==> config.mk <==
export PLATFORM = sky130hd
export DESIGN_NAME = tga_truecolor_rle_decoder
export DESIGN_NICKNAME = d
export VERILOG_FILES = /design/src/sv/tgad_pkg.sv /design/src/sv/tgad_front.sv /design/src/sv/tgad_queue.sv /design/src/sv/tgad_back.sv /design/src/sv/tga_truecolor_rle_decoder.sv
export SDC_FILE = /design/constraint.sdc
export NUM_CORES = 1
export LEC_CHECK = 0
export ABC_AREA = 1
export BUFFER_PORTS_ARGS = -buffer_cell sky130_fd_sc_hd__clkbuf_2
export CORE_UTILIZATION = 65
export CTS_BUF_LIST = sky130_fd_sc_hd__clkbuf_8
export DETAILED_ROUTE_END_ITERATION = 16
export PLACE_DENSITY_LB_ADDON = 0.05
export SLEW_MARGIN = 20
export SYNTH_ARGS = -nofsm -noshare
export SYNTH_HDL_FRONTEND = slang
export SYNTH_HIERARCHICAL = 1
export SYNTH_SLANG_ARGS = --single-unit
==> constraint.sdc <==
create_clock -name clk_i -period 10.8 [get_ports clk_i]
set_input_delay 0 -clock clk_i [delete_from_list [all_inputs] [get_ports clk_i]]
set_output_delay 0 -clock clk_i [all_outputs]
set_load 0.05 [all_outputs]
==> src/sv/tgad_pkg.sv <==
package tgad_pkg;

  // Default depth of the queue between the byte parser and the output stage.
  localparam int unsigned QUEUE_DEPTH = 2;

  // Result kinds.
  localparam logic [1:0] KIND_HEADER = 2'd0;
  localparam logic [1:0] KIND_PIXEL  = 2'd1;
  localparam logic [1:0] KIND_ERROR  = 2'd2;

  // Error codes.
  localparam logic [2:0] ERR_TRUNCATED = 3'd0;
  localparam logic [2:0] ERR_COLOR_MAP = 3'd1;
  localparam logic [2:0] ERR_BAD_TYPE  = 3'd2;
  localparam logic [2:0] ERR_BAD_DEPTH = 3'd3;
  localparam logic [2:0] ERR_RIGHT_TO_LEFT = 3'd4;

  // Image types and header constants.
  localparam logic [7:0] TYPE_RAW_TRUECOLOR = 8'd2;
  localparam logic [7:0] TYPE_RLE_TRUECOLOR = 8'd10;
  localparam logic [7:0] DEPTH_24 = 8'd24;
  localparam logic [7:0] DEPTH_32 = 8'd32;
  localparam logic [7:0] ALPHA_OPAQUE = 8'd255;
  localparam logic [7:0] DESC_RIGHT_TO_LEFT = 8'h10;

  // Header byte offsets.
  localparam logic [4:0] HDR_ID_LEN    = 5'd0;
  localparam logic [4:0] HDR_CMAP      = 5'd1;
  localparam logic [4:0] HDR_TYPE      = 5'd2;
  localparam logic [4:0] HDR_WIDTH_LO  = 5'd12;
  localparam logic [4:0] HDR_WIDTH_HI  = 5'd13;
  localparam logic [4:0] HDR_HEIGHT_LO = 5'd14;
  localparam logic [4:0] HDR_HEIGHT_HI = 5'd15;
  localparam logic [4:0] HDR_DEPTH     = 5'd16;
  localparam logic [4:0] HDR_DESC      = 5'd17;

  // One classified result waiting for the output stage.
  typedef struct packed {
    logic [1:0]  kind;
    logic [31:0] pix;        // pixel bytes as stored: B in [7:0], G, R, A in [31:24]
    logic        alpha_sel;  // 1 when the pixel carries its own alpha byte
    logic [7:0]  run_len;
    logic [15:0] width;
    logic [15:0] height;
    logic [2:0]  err_code;
    logic        last;
  } tgad_rec_t;

endpackage

==> src/sv/tgad_front.sv <==
module tgad_front (
  input  logic              clk_i,
  input  logic              rst_ni,
  input  logic              in_valid_i,
  output logic              in_ready_o,
  input  logic [7:0]        data_byte_i,
  input  logic              final_byte_i,
  input  logic              q_full_i,
  output logic              q_push_o,
  output tgad_pkg::tgad_rec_t q_rec_o
);
  import tgad_pkg::*;

  // Parser phases.
  localparam logic [2:0] PH_HEADER = 3'd0;
  localparam logic [2:0] PH_ID     = 3'd1;
  localparam logic [2:0] PH_PKT    = 3'd2;
  localparam logic [2:0] PH_PIXEL  = 3'd3;
  localparam logic [2:0] PH_DONE   = 3'd4;

  logic [2:0]  phase_q, phase_d;
  logic [4:0]  hdr_cnt_q, hdr_cnt_d;
  logic [7:0]  id_left_q, id_left_d;
  logic [7:0]  type_q, type_d;
  logic        bpp_sel_q, bpp_sel_d;
  logic [15:0] width_q, width_d;
  logic [15:0] height_q, height_d;
  logic [31:0] pixels_left_q, pixels_left_d;
  logic        pkt_run_q, pkt_run_d;
  logic [7:0]  pkt_left_q, pkt_left_d;
  logic [31:0] pix_q, pix_d;
  logic [1:0]  pix_idx_q, pix_idx_d;
  logic        err_valid_q, err_valid_d;
  logic [2:0]  err_code_q, err_code_d;

  logic        accept;
  logic        fin;
  logic        do_finish;
  logic        do_err;
  logic [2:0]  do_err_code;
  logic        rearm;
  logic        fid_pl_zero;
  logic        rle;
  logic [31:0] pix_n;
  logic [1:0]  pix_idx_n;
  logic [7:0]  n_raw;
  logic [7:0]  n_run;
  logic [31:0] pl_n;
  logic [7:0]  pkt_left_n;
  logic [7:0]  id_left_n;

  assign in_ready_o = !q_full_i;
  assign accept     = in_valid_i && in_ready_o;
  assign fin        = final_byte_i;
  assign rle        = (type_q == TYPE_RLE_TRUECOLOR);

  // Datapath pieces for a pixel byte.
  assign pix_n     = pix_q | (32'(data_byte_i) << {pix_idx_q, 3'b000});
  assign pix_idx_n = pix_idx_q + 2'd1;
  assign n_raw     = (rle && pkt_run_q) ? pkt_left_q : 8'd1;
  assign n_run     = (32'(n_raw) > pixels_left_q) ? pixels_left_q[7:0] : n_raw;
  assign pl_n      = pixels_left_q - 32'(n_run);
  assign pkt_left_n = pkt_left_q - n_run;
  assign id_left_n = id_left_q - 8'd1;

  // Whether the image is empty when the ID field ends.
  assign fid_pl_zero = (phase_q == PH_HEADER) ? ((width_q == 16'd0) || (height_q == 16'd0))
                                              : (pixels_left_q == 32'd0);

  // Next state and result for one accepted byte.
  always_comb begin
    phase_d       = phase_q;
    hdr_cnt_d     = hdr_cnt_q;
    id_left_d     = id_left_q;
    type_d        = type_q;
    bpp_sel_d     = bpp_sel_q;
    width_d       = width_q;
    height_d      = height_q;
    pixels_left_d = pixels_left_q;
    pkt_run_d     = pkt_run_q;
    pkt_left_d    = pkt_left_q;
    pix_d         = pix_q;
    pix_idx_d     = pix_idx_q;
    err_valid_d   = err_valid_q;
    err_code_d    = err_code_q;
    do_finish     = 1'b0;
    do_err        = 1'b0;
    do_err_code   = ERR_TRUNCATED;
    rearm         = 1'b0;
    q_push_o      = 1'b0;
    q_rec_o       = '0;

    if (accept) begin
      case (phase_q)
        PH_HEADER: begin
          case (hdr_cnt_q)
            HDR_ID_LEN: id_left_d = data_byte_i;
            HDR_CMAP: begin
              if (data_byte_i != 8'd0 && !err_valid_d) begin
                err_valid_d = 1'b1;
                err_code_d  = ERR_COLOR_MAP;
              end
            end
            HDR_TYPE: begin
              type_d = data_byte_i;
              if (!(data_byte_i inside {TYPE_RAW_TRUECOLOR, TYPE_RLE_TRUECOLOR}) &&
                  !err_valid_d) begin
                err_valid_d = 1'b1;
                err_code_d  = ERR_BAD_TYPE;
              end
            end
            HDR_WIDTH_LO:  width_d[7:0]   = data_byte_i;
            HDR_WIDTH_HI:  width_d[15:8]  = data_byte_i;
            HDR_HEIGHT_LO: height_d[7:0]  = data_byte_i;
            HDR_HEIGHT_HI: height_d[15:8] = data_byte_i;
            HDR_DEPTH: begin
              bpp_sel_d = (data_byte_i == DEPTH_32);
              if (!(data_byte_i inside {DEPTH_24, DEPTH_32}) && !err_valid_d) begin
                err_valid_d = 1'b1;
                err_code_d  = ERR_BAD_DEPTH;
              end
            end
            HDR_DESC: begin
              if ((data_byte_i & DESC_RIGHT_TO_LEFT) != 8'd0 && !err_valid_d) begin
                err_valid_d = 1'b1;
                err_code_d  = ERR_RIGHT_TO_LEFT;
              end
            end
            default: ;
          endcase
          if (hdr_cnt_q != HDR_DESC) begin
            hdr_cnt_d = hdr_cnt_q + 5'd1;
            if (fin) begin
              do_err = 1'b1;
            end
          end else begin
            hdr_cnt_d = 5'd0;
            if (err_valid_d) begin
              do_err      = 1'b1;
              do_err_code = err_code_d;
            end else begin
              pixels_left_d = 32'(width_q) * 32'(height_q);
              if (id_left_q != 8'd0) begin
                if (fin) begin
                  do_err = 1'b1;
                end else begin
                  phase_d = PH_ID;
                end
              end else begin
                do_finish = 1'b1;
              end
            end
          end
        end
        PH_ID: begin
          id_left_d = id_left_n;
          if (id_left_n == 8'd0) begin
            do_finish = 1'b1;
          end else if (fin) begin
            do_err = 1'b1;
          end
        end
        PH_PKT: begin
          pkt_run_d  = data_byte_i[7];
          pkt_left_d = {1'b0, data_byte_i[6:0]} + 8'd1;
          pix_idx_d  = 2'd0;
          pix_d      = 32'd0;
          phase_d    = PH_PIXEL;
          if (fin) begin
            do_err = 1'b1;
          end
        end
        PH_PIXEL: begin
          if (pix_idx_n != 2'd0 && (bpp_sel_q || pix_idx_n != 2'd3)) begin
            // Pixel still incomplete.
            pix_d     = pix_n;
            pix_idx_d = pix_idx_n;
            if (fin) begin
              do_err = 1'b1;
            end
          end else begin
            pix_idx_d     = 2'd0;
            pixels_left_d = pl_n;
            if (rle) begin
              pkt_left_d = pkt_left_n;
            end
            if (pl_n != 32'd0 && fin) begin
              do_err = 1'b1;
            end else begin
              q_push_o          = 1'b1;
              q_rec_o.kind      = KIND_PIXEL;
              q_rec_o.pix       = pix_n;
              q_rec_o.alpha_sel = bpp_sel_q;
              q_rec_o.run_len   = n_run;
              pix_d             = 32'd0;
              if (pl_n == 32'd0) begin
                q_rec_o.last = 1'b1;
                if (fin) begin
                  rearm = 1'b1;
                end else begin
                  phase_d = PH_DONE;
                end
              end else if (rle && pkt_left_n == 8'd0) begin
                phase_d = PH_PKT;
              end
            end
          end
        end
        default: begin
          if (fin) begin
            rearm = 1'b1;
          end
        end
      endcase

      // End of the ID field: report the header or a truncation.
      if (do_finish) begin
        if (fin && !fid_pl_zero) begin
          do_err = 1'b1;
        end else begin
          q_push_o       = 1'b1;
          q_rec_o.kind   = KIND_HEADER;
          q_rec_o.width  = width_q;
          q_rec_o.height = height_q;
          q_rec_o.last   = fid_pl_zero;
          if (fid_pl_zero) begin
            if (fin) begin
              rearm = 1'b1;
            end else begin
              phase_d = PH_DONE;
            end
          end else begin
            pix_idx_d = 2'd0;
            pix_d     = 32'd0;
            phase_d   = rle ? PH_PKT : PH_PIXEL;
          end
        end
      end

      // Error result; the final byte rearms, otherwise trailing bytes are dropped.
      if (do_err) begin
        q_push_o         = 1'b1;
        q_rec_o          = '0;
        q_rec_o.kind     = KIND_ERROR;
        q_rec_o.err_code = do_err_code;
        q_rec_o.last     = 1'b1;
        if (fin) begin
          rearm = 1'b1;
        end else begin
          phase_d = PH_DONE;
        end
      end
    end

    // Rearm returns every register to its reset value.
    if (rearm) begin
      phase_d       = PH_HEADER;
      hdr_cnt_d     = 5'd0;
      id_left_d     = 8'd0;
      type_d        = 8'd0;
      bpp_sel_d     = 1'b0;
      width_d       = 16'd0;
      height_d      = 16'd0;
      pixels_left_d = 32'd0;
      pkt_run_d     = 1'b0;
      pkt_left_d    = 8'd0;
      pix_d         = 32'd0;
      pix_idx_d     = 2'd0;
      err_valid_d   = 1'b0;
      err_code_d    = 3'd0;
    end
  end

  // Parser state registers.
  always_ff @(posedge clk_i or negedge rst_ni) begin
    if (!rst_ni) begin
      phase_q       <= PH_HEADER;
      hdr_cnt_q     <= 5'd0;
      id_left_q     <= 8'd0;
      type_q        <= 8'd0;
      bpp_sel_q     <= 1'b0;
      width_q       <= 16'd0;
      height_q      <= 16'd0;
      pixels_left_q <= 32'd0;
      pkt_run_q     <= 1'b0;
      pkt_left_q    <= 8'd0;
      pix_q         <= 32'd0;
      pix_idx_q     <= 2'd0;
      err_valid_q   <= 1'b0;
      err_code_q    <= 3'd0;
    end else begin
      phase_q       <= phase_d;
      hdr_cnt_q     <= hdr_cnt_d;
      id_left_q     <= id_left_d;
      type_q        <= type_d;
      bpp_sel_q     <= bpp_sel_d;
      width_q       <= width_d;
      height_q      <= height_d;
      pixels_left_q <= pixels_left_d;
      pkt_run_q     <= pkt_run_d;
      pkt_left_q    <= pkt_left_d;
      pix_q         <= pix_d;
      pix_idx_q     <= pix_idx_d;
      err_valid_q   <= err_valid_d;
      err_code_q    <= err_code_d;
    end
  end

endmodule

==> src/sv/tgad_queue.sv <==
module tgad_queue #(
  parameter int unsigned Depth = tgad_pkg::QUEUE_DEPTH
) (
  input  logic                clk_i,
  input  logic                rst_ni,
  input  logic                push_i,
  input  tgad_pkg::tgad_rec_t push_rec_i,
  output logic                full_o,
  input  logic                pop_i,
  output logic                empty_o,
  output tgad_pkg::tgad_rec_t pop_rec_o
);
  import tgad_pkg::*;

  localparam int unsigned PtrW = $clog2(Depth);
  localparam int unsigned CntW = $clog2(Depth + 1);

  tgad_rec_t       entry_q [Depth];
  logic [PtrW-1:0] wr_ptr_q, wr_ptr_d;
  logic [PtrW-1:0] rd_ptr_q, rd_ptr_d;
  logic [CntW-1:0] cnt_q, cnt_d;
  logic            do_push;
  logic            do_pop;

  assign full_o    = (cnt_q == CntW'(Depth));
  assign empty_o   = (cnt_q == '0);
  assign do_push   = push_i && !full_o;
  assign do_pop    = pop_i && !empty_o;
  assign pop_rec_o = entry_q[rd_ptr_q];

  // Pointer and fill count updates.
  always_comb begin
    wr_ptr_d = wr_ptr_q;
    rd_ptr_d = rd_ptr_q;
    cnt_d    = cnt_q;
    if (do_push) begin
      wr_ptr_d = (wr_ptr_q == PtrW'(Depth - 1)) ? '0 : wr_ptr_q + 1'b1;
    end
    if (do_pop) begin
      rd_ptr_d = (rd_ptr_q == PtrW'(Depth - 1)) ? '0 : rd_ptr_q + 1'b1;
    end
    if (do_push && !do_pop) begin
      cnt_d = cnt_q + 1'b1;
    end else if (!do_push && do_pop) begin
      cnt_d = cnt_q - 1'b1;
    end
  end

  always_ff @(posedge clk_i or negedge rst_ni) begin
    if (!rst_ni) begin
      wr_ptr_q <= '0;
      rd_ptr_q <= '0;
      cnt_q    <= '0;
    end else begin
      wr_ptr_q <= wr_ptr_d;
      rd_ptr_q <= rd_ptr_d;
      cnt_q    <= cnt_d;
    end
  end

  // Entry storage needs no reset.
  always_ff @(posedge clk_i) begin
    if (do_push) begin
      entry_q[wr_ptr_q] <= push_rec_i;
    end
  end

endmodule

==> src/sv/tgad_back.sv <==
module tgad_back (
  input  logic                clk_i,
  input  logic                rst_ni,
  input  logic                q_empty_i,
  input  tgad_pkg::tgad_rec_t q_rec_i,
  output logic                q_pop_o,
  output logic                out_valid_o,
  input  logic                out_ready_i,
  output logic [1:0]          kind_o,
  output logic [7:0]          red_o,
  output logic [7:0]          green_o,
  output logic [7:0]          blue_o,
  output logic [7:0]          alpha_o,
  output logic [7:0]          run_length_o,
  output logic [15:0]         width_o,
  output logic [15:0]         height_o,
  output logic [2:0]          error_code_o,
  output logic                last_o
);
  import tgad_pkg::*;

  logic        valid_q, valid_d;
  logic        take;
  logic [1:0]  kind_q;
  logic [7:0]  red_q, green_q, blue_q, alpha_q, run_q;
  logic [15:0] width_q, height_q;
  logic [2:0]  err_q;
  logic        last_q;
  logic        is_pix;
  logic        is_hdr;
  logic        is_err;

  // The output register loads whenever it is empty or being taken.
  assign take    = !valid_q || out_ready_i;
  assign q_pop_o = take && !q_empty_i;
  assign valid_d = take ? !q_empty_i : valid_q;

  assign is_pix = (q_rec_i.kind == KIND_PIXEL);
  assign is_hdr = (q_rec_i.kind == KIND_HEADER);
  assign is_err = (q_rec_i.kind == KIND_ERROR);

  always_ff @(posedge clk_i or negedge rst_ni) begin
    if (!rst_ni) begin
      valid_q <= 1'b0;
    end else begin
      valid_q <= valid_d;
    end
  end

  // Swap stored B,G,R(,A) to R,G,B,A and clear fields that do not apply.
  always_ff @(posedge clk_i) begin
    if (q_pop_o) begin
      kind_q   <= q_rec_i.kind;
      red_q    <= is_pix ? q_rec_i.pix[23:16] : 8'd0;
      green_q  <= is_pix ? q_rec_i.pix[15:8] : 8'd0;
      blue_q   <= is_pix ? q_rec_i.pix[7:0] : 8'd0;
      alpha_q  <= !is_pix ? 8'd0 : (q_rec_i.alpha_sel ? q_rec_i.pix[31:24] : ALPHA_OPAQUE);
      run_q    <= is_pix ? q_rec_i.run_len : 8'd0;
      width_q  <= is_hdr ? q_rec_i.width : 16'd0;
      height_q <= is_hdr ? q_rec_i.height : 16'd0;
      err_q    <= is_err ? q_rec_i.err_code : 3'd0;
      last_q   <= q_rec_i.last;
    end
  end

  assign out_valid_o  = valid_q;
  assign kind_o       = kind_q;
  assign red_o        = red_q;
  assign green_o      = green_q;
  assign blue_o       = blue_q;
  assign alpha_o      = alpha_q;
  assign run_length_o = run_q;
  assign width_o      = width_q;
  assign height_o     = height_q;
  assign error_code_o = err_q;
  assign last_o       = last_q;

endmodule

==> src/sv/tga_truecolor_rle_decoder.sv <==
// Channel   Direction  Handshake              Payload
// input     in         in_valid_i/in_ready_o  data_byte_i, final_byte_i
// result    out        out_valid_o/out_ready_i kind_o, red_o, green_o, blue_o, alpha_o,
//                                             run_length_o, width_o, height_o,
//                                             error_code_o, last_o
//
// One byte is accepted per cycle while the queue is not full; each byte gives at most one result.
// A result is written into the queue at the edge that accepts its byte, and the
// output register loads it from the queue whenever that register is empty or being taken.
// The parser stalls only when the queue is full; the output side drains it
// independently. The image size product is one 16x16 multiply per header.
// Reset returns the parser to the start of a header and empties the queue.
module tga_truecolor_rle_decoder #(
  parameter int unsigned QueueDepth = tgad_pkg::QUEUE_DEPTH
) (
  input  logic        clk_i,
  input  logic        rst_ni,
  input  logic        in_valid_i,
  output logic        in_ready_o,
  input  logic [7:0]  data_byte_i,
  input  logic        final_byte_i,
  output logic        out_valid_o,
  input  logic        out_ready_i,
  output logic [1:0]  kind_o,
  output logic [7:0]  red_o,
  output logic [7:0]  green_o,
  output logic [7:0]  blue_o,
  output logic [7:0]  alpha_o,
  output logic [7:0]  run_length_o,
  output logic [15:0] width_o,
  output logic [15:0] height_o,
  output logic [2:0]  error_code_o,
  output logic        last_o
);
  import tgad_pkg::*;

  tgad_rec_t push_rec;
  tgad_rec_t pop_rec;
  logic      q_push;
  logic      q_full;
  logic      q_pop;
  logic      q_empty;

  // Byte parser and classifier.
  tgad_front u_front (
    .clk_i        (clk_i),
    .rst_ni       (rst_ni),
    .in_valid_i   (in_valid_i),
    .in_ready_o   (in_ready_o),
    .data_byte_i  (data_byte_i),
    .final_byte_i (final_byte_i),
    .q_full_i     (q_full),
    .q_push_o     (q_push),
    .q_rec_o      (push_rec)
  );

  // Result queue between the two sides.
  tgad_queue #(
    .Depth (QueueDepth)
  ) u_queue (
    .clk_i      (clk_i),
    .rst_ni     (rst_ni),
    .push_i     (q_push),
    .push_rec_i (push_rec),
    .full_o     (q_full),
    .pop_i      (q_pop),
    .empty_o    (q_empty),
    .pop_rec_o  (pop_rec)
  );

  // Output formatting and register.
  tgad_back u_back (
    .clk_i        (clk_i),
    .rst_ni       (rst_ni),
    .q_empty_i    (q_empty),
    .q_rec_i      (pop_rec),
    .q_pop_o      (q_pop),
    .out_valid_o  (out_valid_o),
    .out_ready_i  (out_ready_i),
    .kind_o       (kind_o),
    .red_o        (red_o),
    .green_o      (green_o),
    .blue_o       (blue_o),
    .alpha_o      (alpha_o),
    .run_length_o (run_length_o),
    .width_o      (width_o),
    .height_o     (height_o),
    .error_code_o (error_code_o),
    .last_o       (last_o)
  );

endmodule

After elaboration in Yosys (flattened, before gate mapping)
Memory sizes are Yosys's and may differ from the RTL's.
Index checks and enable logic that the tools add are counted.
{"block": "classes", "n_reduce_logical": 68, "shift": 1, "n_eq_ne": 26, "muxes": 155, "add_sub_neg": 10, "bitwise_logic": 1, "multipliers": 1, "order_cmp": 1}
{"cell": "$mux W32", "count": 14}
{"cell": "$mux W79", "count": 2}
{"cell": "$mux W8", "count": 18}
{"cell": "$pmux W32 S2", "count": 2}
{"cell": "$mux W16", "count": 6}
{"cell": "$mux W43", "count": 2}
{"cell": "$mux W3", "count": 27}
{"cell": "$logic_not A32 Y1", "count": 2}
{"cell": "$mux W1", "count": 60}
{"cell": "$mux W42", "count": 1}
{"cell": "$gt A8 B32 Y1", "count": 1}
{"cell": "$logic_not A16 Y1", "count": 2}
{"cell": "$mul A16 B16 Y32", "count": 1}
{"cell": "$or A32 B32 Y32", "count": 1}
{"cell": "$pmux W8 S2", "count": 2}
{"cell": "$reduce_bool A32 Y1", "count": 1}
{"cell": "$shl A8 B5 Y32", "count": 1}
{"cell": "$sub A32 B8 Y32", "count": 1}
{"cell": "$reduce_bool A2 Y1", "count": 13}
{"cell": "$reduce_and A3 Y1", "count": 7}
{"cell": "$eq A5 B4 Y1 const B", "count": 4}
{"cell": "$mux W2", "count": 10}
{"cell": "$mux W5", "count": 4}
{"cell": "$eq A8 B4 Y1 const B", "count": 2}
{"cell": "39 further kinds", "count": 79}
{"block": "totals", "register_bits": 219, "memories": 1, "elab_cells": 294, "mem_bits_rw": 158, "output_inout_bits": 80, "in_bits": 13}
{"memory": "u_queue.entry_q", "depth": 2, "width": 79, "rd": 1, "rd_ports_with_merged_regs": 0, "wr": 1, "line_no": "tgad_queue.sv:18", "rtl": "tgad_rec_t entry_q [Depth];"}

Depth between registers and ports, before layout
Gate-level depths: netlist (run 1).
{"block": "depth", "depth_word": 21, "depth_mapped": 47, "mapped_depth_nobuf": 45}

Hierarchy
The synthesis (run 1) kept the hierarchy.
{"module": "tgad_front", "area_per_inst_um2": 19685.1, "cells_per_inst": 2886, "seq_area_each_um2": 3403.3, "n_inst": 1}
{"module": "tgad_queue", "area_per_inst_um2": 5982.0, "cells_per_inst": 444, "seq_area_each_um2": 4844.6, "n_inst": 1}
{"module": "tgad_back", "area_per_inst_um2": 3070.4, "cells_per_inst": 246, "seq_area_each_um2": 2367.3, "n_inst": 1}

Worst setup path before layout (run 1)
OpenSTA, ideal clock, no wires.
{"block": "synth_timing", "path_type": "register to register", "startpoint": "reg u_front.type_q[5]", "endpoint": "mem u_queue/entry_q[1][0] in the netlist's numbering (enable)", "arrival_ps": 7900, "period_less_slack_ps": 8416, "t_required_ps": 10283, "setup_ps": 517, "slack_ps": 2384, "path_buffers": 3, "path_stages_with_launch": 37, "path_cell_list": "dfrtp_1 nor2_1 nand2_1 inv_1 nand3_2 nor2_1 ha_1 a21oi_1 nor2_1 a211oi_1 nand3_2 nand2_4 buf_6 buf_2 nand2_1 nand2_1 inv_1 ha_1 inv_1 nor2_1 inv_1 nor2_1 nand2_1 inv_1 nand3_4 nand3b_1 nand2_1 nor2_1 nand3_1 nor3_2 nand3_4 nand2_2 nand4_4 buf_6 nand2_1 o21ai_0 nor2_1"}
{"block": "synth_via", "elab_chain_cells": 19, "elab_cells_between_ends": 24, "cone_classes": "add/sub (1); order compare (1); eq/ne (1); mux (17); reduce/logical (4)"}
{"element": "from (decl)", "line_no": "tgad_front.sv:24", "rtl": "logic [7:0] type_q, type_d;"}
{"element": "from (signal assigned)", "line_no": "tgad_front.sv:295", "rtl": "type_q <= type_d;"}
{"element": "$eq A8 B4 Y1 *", "line_no": "tgad_front.sv:55", "rtl": "assign rle = (type_q == TYPE_RLE_TRUECOLOR);"}
{"element": "$logic_and A1 B1 Y1 *", "line_no": "tgad_front.sv:60", "rtl": "assign n_raw = (rle && pkt_run_q) ? pkt_left_q : 8'd1;"}
{"element": "$mux W8 *", "line_no": "tgad_front.sv:60"}
{"element": "$gt A8 B32 Y1", "line_no": "tgad_front.sv:61", "rtl": "assign n_run = (32'(n_raw) > pixels_left_q) ? pixels_left_q[7:0] : n_raw;"}
{"element": "$mux W8 *", "line_no": "tgad_front.sv:61"}
{"element": "$sub A32 B8 Y32 *", "line_no": "tgad_front.sv:62", "rtl": "assign pl_n = pixels_left_q - 32'(n_run);"}
{"element": "$reduce_bool A32 Y1 *", "line_no": "tgad_front.sv:187", "rtl": "if (pl_n != 32'd0 && fin) begin"}
{"element": "$logic_and A1 B1 Y1 *", "line_no": "tgad_front.sv:187"}
{"element": "(+4 left out)"}
{"element": "$mux W1", "line_no": "tgad_front.sv:217", "rtl": "if (do_finish) begin"}
{"element": "$mux W1", "line_no": "tgad_front.sv:93", "rtl": "if (accept) begin"}
{"element": "$mux W1 *", "line_no": "tgad_front.sv:241", "rtl": "if (do_err) begin"}
{"element": "$mux W1 *", "line_no": "tgad_front.sv:93"}
{"element": "named net q_push", "line_no": "tga_truecolor_rle_decoder.sv:39", "rtl": "logic q_push;"}
{"element": "$logic_and A1 B1 Y1 *", "line_no": "tgad_queue.sv:27", "rtl": "assign do_push = push_i && !full_o;"}
{"element": "$mux W1 *", "line_no": "tgad_queue.sv:63", "rtl": "if (do_push) begin"}
{"element": "$mux W1 (implied by the code) *", "line_no": "tgad_queue.sv:64", "rtl": "entry_q[wr_ptr_q] <= push_rec_i;"}
{"element": "to (decl)", "line_no": "tgad_queue.sv:18"}
Mark *: on every way through the listed nets, which the timed path passes. The rest lies on a longest branch. The select of a mux whose other input is x is not followed.

Worst setup path in the final report (run 1)
{"block": "layout_timing", "startpoint": "reg u_front.width_q[6]", "endpoint": "reg u_front.pixels_left_q[30]"}
{"block": "layout_via", "elab_chain_cells": 12, "elab_cells_between_ends": 26, "cone_classes": "mul (1); eq/ne (3); mux (15); reduce/logical (7)"}
{"element": "from (decl)", "line_no": "tgad_front.sv:26", "rtl": "logic [15:0] width_q, width_d;"}
{"element": "from (signal assigned)", "line_no": "tgad_front.sv:297", "rtl": "width_q <= width_d;"}
{"element": "branches (longest 12 deep; another with $mul A16 B16 Y32)"}
{"element": "to (signal assigned)", "line_no": "tgad_front.sv:299", "rtl": "pixels_left_q <= pixels_left_d;"}
{"element": "to (decl)", "line_no": "tgad_front.sv:28", "rtl": "logic [31:0] pixels_left_q, pixels_left_d;"}
Several ways; the timed one is not identified. The select of a mux whose other input is x is not followed.
A chain may end at the register's enable or synchronous reset.

==> impl_table.tex, run 1 <==
\begin{tabular}{lr}
\hline
Metric & Value \\
\hline
\multicolumn{2}{l}{\textbf{Status}} \\
\quad Outcome & completed \\
\multicolumn{2}{l}{\textbf{Logic synthesis}} \\
\quad Synth Area in Adders & 19.2\% \\
\quad Post-synthesis cell type with the largest combined area & edfxtp\_1 \\
\quad Number of enable-type register cells in the synthesized netlist & 236 \\
\quad Fraction of synthesized area in multiplexers & 0\% \\
\quad Area contributors post-synth & edfxtp\_1, fa\_1, nand2\_1 \\
\quad Fraction of synthesized cell area in xor and xnor cells & 1.22\% \\
\quad Post-synthesis net count & 3913 \\
\quad Post-Syn Area per Cell & 8.04 µm² \\
\quad Proportion of synthesized flip-flops having asynchronous set or reset & between 30\% and 40\% \\
\quad Synth cell types & 56 \\
\quad Sequential-to-total area share from yosys stat & 36.9\% \\
\quad FF+latch count, synth & 377 \\
\quad Largest family of logic cells by synthesized area & simple AND/OR/NAND/NOR gates \\
\quad Dominant synthesized flop cell & edfxtp\_1 \\
\quad Share of the synthesized area in compound gates (AO/OA/AOI/OAI) & 7.04\% \\
\quad Synth top area share & between 20\% and 30\% \\
\quad Post-synthesis share of cell area spent on and, or, nand and nor gates & 23.9\% \\
\quad Count of warnings emitted by yosys & 6 \\
\quad Netlist area before placement & 28700 µm² \\
\quad Cells after synthesis & $\sim$3600 \\
\multicolumn{2}{l}{\textbf{Cells and area}} \\
\quad Footprint of the multi-input gates & about 15000 µm² \\
\quad Fraction of final layout cells sized beyond drive strength 1 & under 10\% \\
\quad Final Net Count & roughly 3900 \\
\quad Area occupied by registers & 10600 µm² \\
\quad Most common cell after layout, fill and taps aside & nand2\_1 \\
\quad Synth-to-layout area growth & 7.04\% \\
\quad Final-layout fill cell count & between 3000 and 4000 \\
\quad Commonest non-fill, non-tap cells in the layout & nand2\_1, inv\_1, nor2\_1 \\
\quad Final Core Density & 70.9\% \\
\multicolumn{2}{l}{\textbf{Critical path}} \\
\quad CP Class & reg -> reg \\
\quad Worst path required time & roughly 11 ns \\
\quad Largest driver fanout on the critical path & 19 \\
\quad Arr. time, crit path & 7.89 ns \\
\quad Startpoint class of the critical path & flop \\
\quad Critical path capture point type & flop \\
\quad Slowest-stage cell, CP & dfrtp\_1 \\
\quad Longest individual stage delay on the worst path & 0.89 ns \\
\multicolumn{2}{l}{\textbf{Global routing}} \\
\quad Gr usage total & 35.4\% \\
\quad Vias in the first global route & between 20000 and 25000 \\
\quad Remaining global-route overflow & 0 \\
\quad Initial antenna violation count & 1 \\
\quad Wire length of the first global-routing pass & 123000 µm \\
\quad Pin count of the biggest net entering global routing & 82 \\
\multicolumn{2}{l}{\textbf{Timing}} \\
\quad Minimum setup slack in the final design & 3.42 ns \\
\quad TNS Setup & 0 ns \\
\quad Clock period minus worst slack & approximately 7.4 ns \\
\quad Count of endpoints failing hold in the final timing report & 0 \\
\quad Max Clock Freq & 136 MHz \\
\quad Endpoints failing setup & 0 \\
\quad Max-slew violation count & 0 \\
\quad Unrepaired setup endpoints after global routing & false \\
\quad Worst hold slack & a little over 0.2 ns \\
\quad Tightest Pin Transition & between 1 and 1.5 ns \\
\quad Final worst-path cycle share & 68.3\% \\
\quad Worst-case clock skew & 0.0699 ns \\
\quad Max-Slew Margin vs Limit & 21.3\% \\
\multicolumn{2}{l}{\textbf{Placed design}} \\
\quad I/O Buffers & 92 \\
\quad Final HPWL from detailed placement & roughly 56000 µm \\
\quad Weighted congestion reported at the end of routability-driven placement & 0.960 \\
\quad Setup slack at placement & 3.46 ns \\
\multicolumn{2}{l}{\textbf{Clock network}} \\
\quad Clock latency on the worst-skew pair & 0.70 ns \\
\quad Reg clk slew, reported paths & 0.08 ns \\
\quad Cell chosen for the clock root & clkbuf\_8 \\
\quad Clock tree from TritonCTS & done \\
\quad Bufs on Longest Clock Path & 3 \\
\quad CTS Buf Count & 60 \\
\quad Number of clock sinks & 377 \\
\quad Level count of the clock H-tree & 2 \\
\quad Gates resized, CTS repair & 0 \\
\multicolumn{2}{l}{\textbf{Route}} \\
\quad Detailed-route vias per instance & roughly 5.7 \\
\quad Number of iterations in the first detailed-routing pass & 8 \\
\quad Wire length reported by the detailed router & 77300 µm \\
\quad Antenna-violating nets left & 0 \\
\quad WL per Instance & 18.3 µm \\
\quad 1st-iter DRT viols & between 2000 and 3000 \\
\quad Count of vias placed by the detailed router & 24100 \\
\quad Drt drc & 0 \\
\multicolumn{2}{l}{\textbf{Floorplan}} \\
\quad Starting Density & roughly 66\% \\
\quad Total number of placement rows & 76 \\
\quad Die area & 45100 µm² \\
\quad Core region area & 43400 µm² \\
\quad DIE WIDTH & 212 µm \\
\quad Die Span Y & 212 µm \\
\quad Boundary Pins & 93 \\
\multicolumn{2}{l}{\textbf{Job}} \\
\quad Maxcap violations & 0 \\
\multicolumn{2}{l}{\textbf{Min path}} \\
\quad Type of the most critical hold path & in -> reg \\
\hline
\end{tabular}
## synthesized netlist by cell type (5+ instances only)
cell type / instances
o211ai_1: 19
buf_6: 15
edfxtp_1: 236
buf_4: 8
o21bai_1: 18
a31oi_1: 10
a21oi_1: 75
o21ai_0: 163
xnor2_1: 15
inv_2: 6
a31o_2: 8
nand2_1: 1005
nand3_1: 161
nand4_1: 36
buf_1: 32
nor3_1: 18
fa_1: 194
nor4_1: 14
nor2_1: 302
clkbuf_1: 94
buf_2: 14
o21ai_1: 8
nand2_2: 12
nand3_2: 12
ha_1: 130
nor2_2: 51
o22ai_1: 14
o2111ai_1: 11
nand3b_1: 5
inv_1: 674
xor2_1: 25
dfrtp_1: 141
## what timing repair did
| action | CTS | global route |
|---|---|---|
| buffers inserted | 0 | 0 |
| setup endpoints to repair | 0 | 0 |
| hold endpoints to repair | 133 | 0 |
| hold buffers | 13 | 0 |
## final timing paths
path                               startpoint                   endpoint  slack [ns]  cells after the start
hold reg to reg              u_queue/wr_ptr_q           u_queue/wr_ptr_q        0.48                      2
hold / removal                    out_ready_i         u_back/out_valid_o        0.20                      5
setup reg to reg           u_front/width_q[6]  u_front/pixels_left_q[30]        3.42                     29
min in group asynchronous              rst_ni         u_front/width_q[8]        0.44                      4
max in group asynchronous              rst_ni          u_front/pix_q[22]        9.09                      5
setup / recovery           u_front/width_q[6]  u_front/pixels_left_q[30]        3.42                     29
## through the flow
| step | cells | cell area, µm² |
|---|---|---|
| final | 4235 | 30800 |
| after global routing | 4235 | 30800 |
| after CTS | 4233 | 30700 |
| after detailed placement | 4108 | 29300 |
| after global placement | 4108 | 29300 |
| after floorplan | 3576 | 28700 |
## final cells by class
cell class | instances | area share, %
Antenna cell | 1 | 0.00813
Sequential cell | 377 | 34.5
Clock buffer | 67 | 3.00
Inverter | 685 | 8.37
Clock inverter | 45 | 1.08
Tap cell | 585 | 2.38
Multi-Input combinational cell | 2350 | 48.1
Timing Repair Buffer | 125 | 2.53
## critical path, delay by kind of cell, from the launching register on
family	cells	cell delay, ns
buf+inv	6	0.32
compound gates	10	2.08
simple gates	6	0.55
flops	1	0.89
fa+ha+maj	7	3.36
## cells by family after synthesis
logic type      count (synthesis)
buf+inv                       849
xor+xnor                       40
compound gates                350
flops                         377
simple gates                 1636
fa+ha+maj                     324
## sequential cells by signal, indices dropped and copies added (netlist names), 16 cells and up
name	cells
u_queue/entry_q	158
u_front/pix_q	32
u_front/pixels_left_q	32
u_back/height_o	16
u_back/width_o	16
u_front/height_q	16
u_front/width_q	16
## routing by layer
metal | global-route usage, % | vias up | share of wire, %
met3 | 5.47 | 242 | 7.8
li1 | - | 11200 | -
met4 | 18.2 | 0 | 5.1
met1 | 45.8 | 11500 | 40
met5 | 0 | - | 0
met2 | 58.0 | 1198 | 47
Power of run 1 is left out: the tool's default activity adds up to more than one toggle a clock period on the data nets, which glitch-free logic cannot reach.
==> run 2, diff against run 1 <==
--- a/config.mk
+++ b/config.mk
@@ -5,9 +5,9 @@
 export SDC_FILE = /design/constraint.sdc
 export NUM_CORES = 1
 export LEC_CHECK = 0
-export ABC_AREA = 1
+export ABC_AREA = 0
 export BUFFER_PORTS_ARGS = -buffer_cell sky130_fd_sc_hd__clkbuf_2
-export CORE_UTILIZATION = 65
+export CORE_UTILIZATION = 59
 export CTS_BUF_LIST = sky130_fd_sc_hd__clkbuf_8
 export DETAILED_ROUTE_END_ITERATION = 16
 export PLACE_DENSITY_LB_ADDON = 0.05
==> constraint.sdc (replaced) <==
create_clock -name clk_i -period 6.4 [get_ports clk_i]
set_input_delay 0 -clock clk_i [delete_from_list [all_inputs] [get_ports clk_i]]
set_output_delay 0 -clock clk_i [all_outputs]
set_load 0.05 [all_outputs]
==> run 2 against run 1 <==
  * Clock skew is 0.027 ns lower
  * Utilization decreased by 1.6 points
  * Sequential cell count is the same
  * Setup slack got worse by 3.4 ns
  * Critical path type unchanged
  * The run now ends with negative setup slack left
  * Die area up 5.5%
  * Register-to-register slack worse by 3.4 ns
  * Clock-buffer cell count increased by 14
  * Design area is 2.9% higher
==> impl_table.tex, run 2 <==
\begin{tabular}{lr}
\hline
Metric & Value \\
\hline
\multicolumn{2}{l}{\textbf{Cells and area}} \\
\quad Final Cell Area & 31700 µm² \\
\quad Top flop regs & u\_queue/entry\_q x158, u\_front/pix\_q x32, u\_front/pixels\_left\_q x32 \\
\quad Inserted Diodes & 0 \\
\quad Most common cell after layout, fill and taps aside & nand2\_1 \\
\quad Commonest non-fill, non-tap cells in the layout & nand2\_1, inv\_1, edfxtp\_1 \\
\quad Number of flip-flops in the largest register & 158 \\
\quad Final-layout fill cell count & about 3500 \\
\quad Synth-to-layout area growth & 15.0\% \\
\quad Register ranked first by flip-flop count & u\_queue/entry\_q \\
\quad Area occupied by registers & 10600 µm² \\
\quad Footprint of the multi-input gates & 15700 µm² \\
\quad Final Net Count & 3252 \\
\quad Fraction of final layout cells sized beyond drive strength 1 & 21.4\% \\
\multicolumn{2}{l}{\textbf{Logic synthesis}} \\
\quad Number of enable-type register cells in the synthesized netlist & approximately 240 \\
\quad Library cell with the highest instance count after synthesis & nand2\_1 \\
\quad Dominant synthesized flop cell & edfxtp\_1 \\
\quad Proportion of synthesized flip-flops having asynchronous set or reset & a little under two fifths \\
\quad Sequential-to-total area share from yosys stat & between 30\% and 40\% \\
\quad FF+latch count, synth & 377 \\
\quad Area contributors post-synth & edfxtp\_1, fa\_1, dfrtp\_1 \\
\quad Cells after synthesis & 2732 \\
\quad Synth top area share & 25.7\% \\
\quad Netlist area before placement & 27500 µm² \\
\quad Commonest cells in the synthesized netlist & nand2\_1, inv\_1, edfxtp\_1 \\
\quad Count of warnings emitted by yosys & 6 \\
\quad Synth cell types & 90 \\
\quad Post-synthesis net count & 3069 \\
\quad Post-Syn Area per Cell & 10.1 µm² \\
\quad Post-synthesis cell type with the largest combined area & edfxtp\_1 \\
\multicolumn{2}{l}{\textbf{Floorplan}} \\
\quad DIE WIDTH & about 220 µm \\
\quad Total number of placement rows & 78 \\
\quad Boundary Pins & 93 \\
\quad Die Span Y & 218 µm \\
\quad Core region area & 45700 µm² \\
\quad Die area & 47500 µm² \\
\quad Starting Density & 60.3\% \\
\multicolumn{2}{l}{\textbf{Route}} \\
\quad WL per Instance & 20.2 µm \\
\quad 1st-iter DRT viols & 1740 \\
\quad Drt drc & 0 \\
\quad Count of vias placed by the detailed router & about 21000 \\
\quad Number of iterations in the first detailed-routing pass & 6 \\
\quad Wire length reported by the detailed router & 72000 µm \\
\quad Detailed-route vias per instance & 5.86 \\
\quad Antenna-violating nets left & 0 \\
\multicolumn{2}{l}{\textbf{Timing}} \\
\quad Endpoints failing setup & 3 \\
\quad Max Clock Freq & 156 MHz \\
\quad Max-slew violation count & 0 \\
\quad Tightest Pin Transition & 1.07 ns \\
\quad Clock period minus worst slack & 6.40 ns \\
\quad Unrepaired setup endpoints after global routing & true \\
\quad Worst-case clock skew & around 0.043 ns \\
\quad Max-Slew Margin vs Limit & 28.0\% \\
\quad Minimum setup slack in the final design & -0.00426 ns \\
\quad Final worst-path cycle share & 100\% \\
\quad Count of endpoints failing hold in the final timing report & 0 \\
\quad TNS Setup & -0.00525 ns \\
\multicolumn{2}{l}{\textbf{Global routing}} \\
\quad Vias in the first global route & 20600 \\
\quad Pin count of the biggest net entering global routing & 85 \\
\quad Wire length of the first global-routing pass & 113000 µm \\
\quad Gr usage total & 30.6\% \\
\quad Initial antenna violation count & 1 \\
\quad Remaining global-route overflow & 0 \\
\multicolumn{2}{l}{\textbf{Placed design}} \\
\quad Cell Area, Placed & 29200 µm² \\
\quad Final HPWL from detailed placement & 51500 µm \\
\quad I/O Buffers & 92 \\
\quad Weighted congestion reported at the end of routability-driven placement & around 0.91 \\
\multicolumn{2}{l}{\textbf{Job}} \\
\quad Maxcap violations & 0 \\
\multicolumn{2}{l}{\textbf{Status}} \\
\quad Outcome & complete, but fails checks \\
\quad Violations in the final reports & negative setup slack \\
\multicolumn{2}{l}{\textbf{Critical path}} \\
\quad CP Class & reg -> reg \\
\quad Largest driver fanout on the critical path & 5 \\
\quad Critical path capture point type & flop \\
\quad Worst path required time & $\sim$6.9 ns \\
\quad Arr. time, crit path & 6.90 ns \\
\quad Startpoint class of the critical path & flop \\
\multicolumn{2}{l}{\textbf{Clock network}} \\
\quad Number of clock sinks & approximately 380 \\
\quad Cell chosen for the clock root & clkbuf\_8 \\
\quad Clock latency on the worst-skew pair & 0.66 ns \\
\quad Reg clk slew, reported paths & 0.07 ns \\
\quad Level count of the clock H-tree & 3 \\
\quad CTS Buf Count & 66 \\
\quad Bufs on Longest Clock Path & 3 \\
\quad Clock tree from TritonCTS & done \\
\multicolumn{2}{l}{\textbf{Min path}} \\
\quad Type of the most critical hold path & in -> reg \\
\multicolumn{2}{l}{\textbf{Power and ir drop}} \\
\quad Total power consumption of the routed design & 14.5 mW \\
\quad Lkg Pwr & between 10 and 15 nW \\
\quad Highest ir drop seen on vdd & around 0.49 mV \\
\quad Power per cell area & 459 nW/µm² \\
\hline
\end{tabular}
[run 2: cells by family (layout without fill, tap and decap cells)]
kind of cell	after synthesis	in the layout	synth area share (%)
adder cells (fa/ha/maj)	326	326	20.1
XOR/XNOR	56	56	1.78
multiplexers	86	86	4.57
flip-flops	377	377	38.6
buffers and inverters	454	689	6.85
AO/OA/AOI/OAI	488	488	11.1
AND/OR/NAND/NOR	945	945	17.0
[run 2: worst paths after layout]
kind	startpoint	endpoint	slack [ns]	cells past startpoint
setup / recovery	u_front/type_q[2]	u_queue/entry_q[1][55]	-0.004	27
hold / removal	out_ready_i	u_back/out_valid_o	0.15	3
setup reg to reg	u_front/type_q[2]	u_queue/entry_q[1][55]	-0.004	27
hold reg to reg	u_front/pix_q[17]	u_front/pix_q[17]	0.50	2
max in group asynchronous	rst_ni	u_queue/rd_ptr_q	4.39	4
min in group asynchronous	rst_ni	u_front/pixels_left_q[17]	0.48	3
[run 2: final cells by class]
class | count | area share (%)
clock buffer | 81 | 3.52
clock inverter | 39 | 1.03
inverter | 284 | 3.37
multi-input combinational | 1901 | 49.4
sequential | 377 | 33.6
tap | 600 | 2.37
timing repair buffer | 285 | 6.69
[run 2: power breakdown]
group,internal (mW),leakage [nW],switching [mW]
logic,3.44,8.94,5.04
registers,3.20,4.14,0.457
clock network,1.36,0.807,1.05
total,8.00,13.9,6.55
[run 2: repair_timing]
| item | CTS | global route |
|---|---|---|
| gates cloned | 0 | 3 |
| hold endpoints to repair | 145 | 0 |
| setup buffers | 2 | 22 |
| hold buffers | 16 | 0 |
| endpoints found under the setup margin | 87 | 99 |
| pin swaps | 3 | 85 |
| resized for setup | 13 | 131 |
[run 2: metrics by stage]
stage	setup slack, ns	utilization, %	std cells	hold slack, ns
global placement	-0.108	63.9	3404	0.163
detailed placement	-0.115	63.9	3405	0.126
floorplan	0.00798	-	2732	-0.296
global route	-0.232	69.3	3567	0.127
finish	-0.00426	69.3	3567	0.152
CTS	0.00276	67.6	3543	0.0808
[run 2: worst max-delay path: stages (launching register included)]
cell and delay (ns):
dfrtp_1 0.42, nor4bb_4 0.34, buf_4 0.19, nand3_1 0.10, nor2_2 0.20, ha_4 0.24
o21ai_2 0.16, a41oi_2 0.14, or3_4 0.40, a31o_4 0.27, buf_4 0.16, a21oi_4 0.15
ha_4 0.17, o21bai_1 0.06, a311o_1 0.39, o32ai_4 0.14, o21ai_2 0.12, a31o_1 0.22
or4_4 0.44, a221oi_2 0.24, and4b_1 0.27, nand4b_1 0.19, nor4_4 0.39, buf_4 0.19
o211ai_4 0.15, buf_12 0.21, clkbuf_16 0.16, nor2_2 0.12
[run 2: routing by layer]
layer  track usage [%]  part of all wire (%)  routed length [µm]  vias up
met5                 0                     0                   0        -
met4              10.0                   2.5                1830        0
met3              4.55                   6.1                4400      131
met2              48.5                    48               34400      741
met1              43.3                    44               31400    10400
li1                  -                     -                   -     9608
No activity file was read; power rests on OpenSTA's default activity.
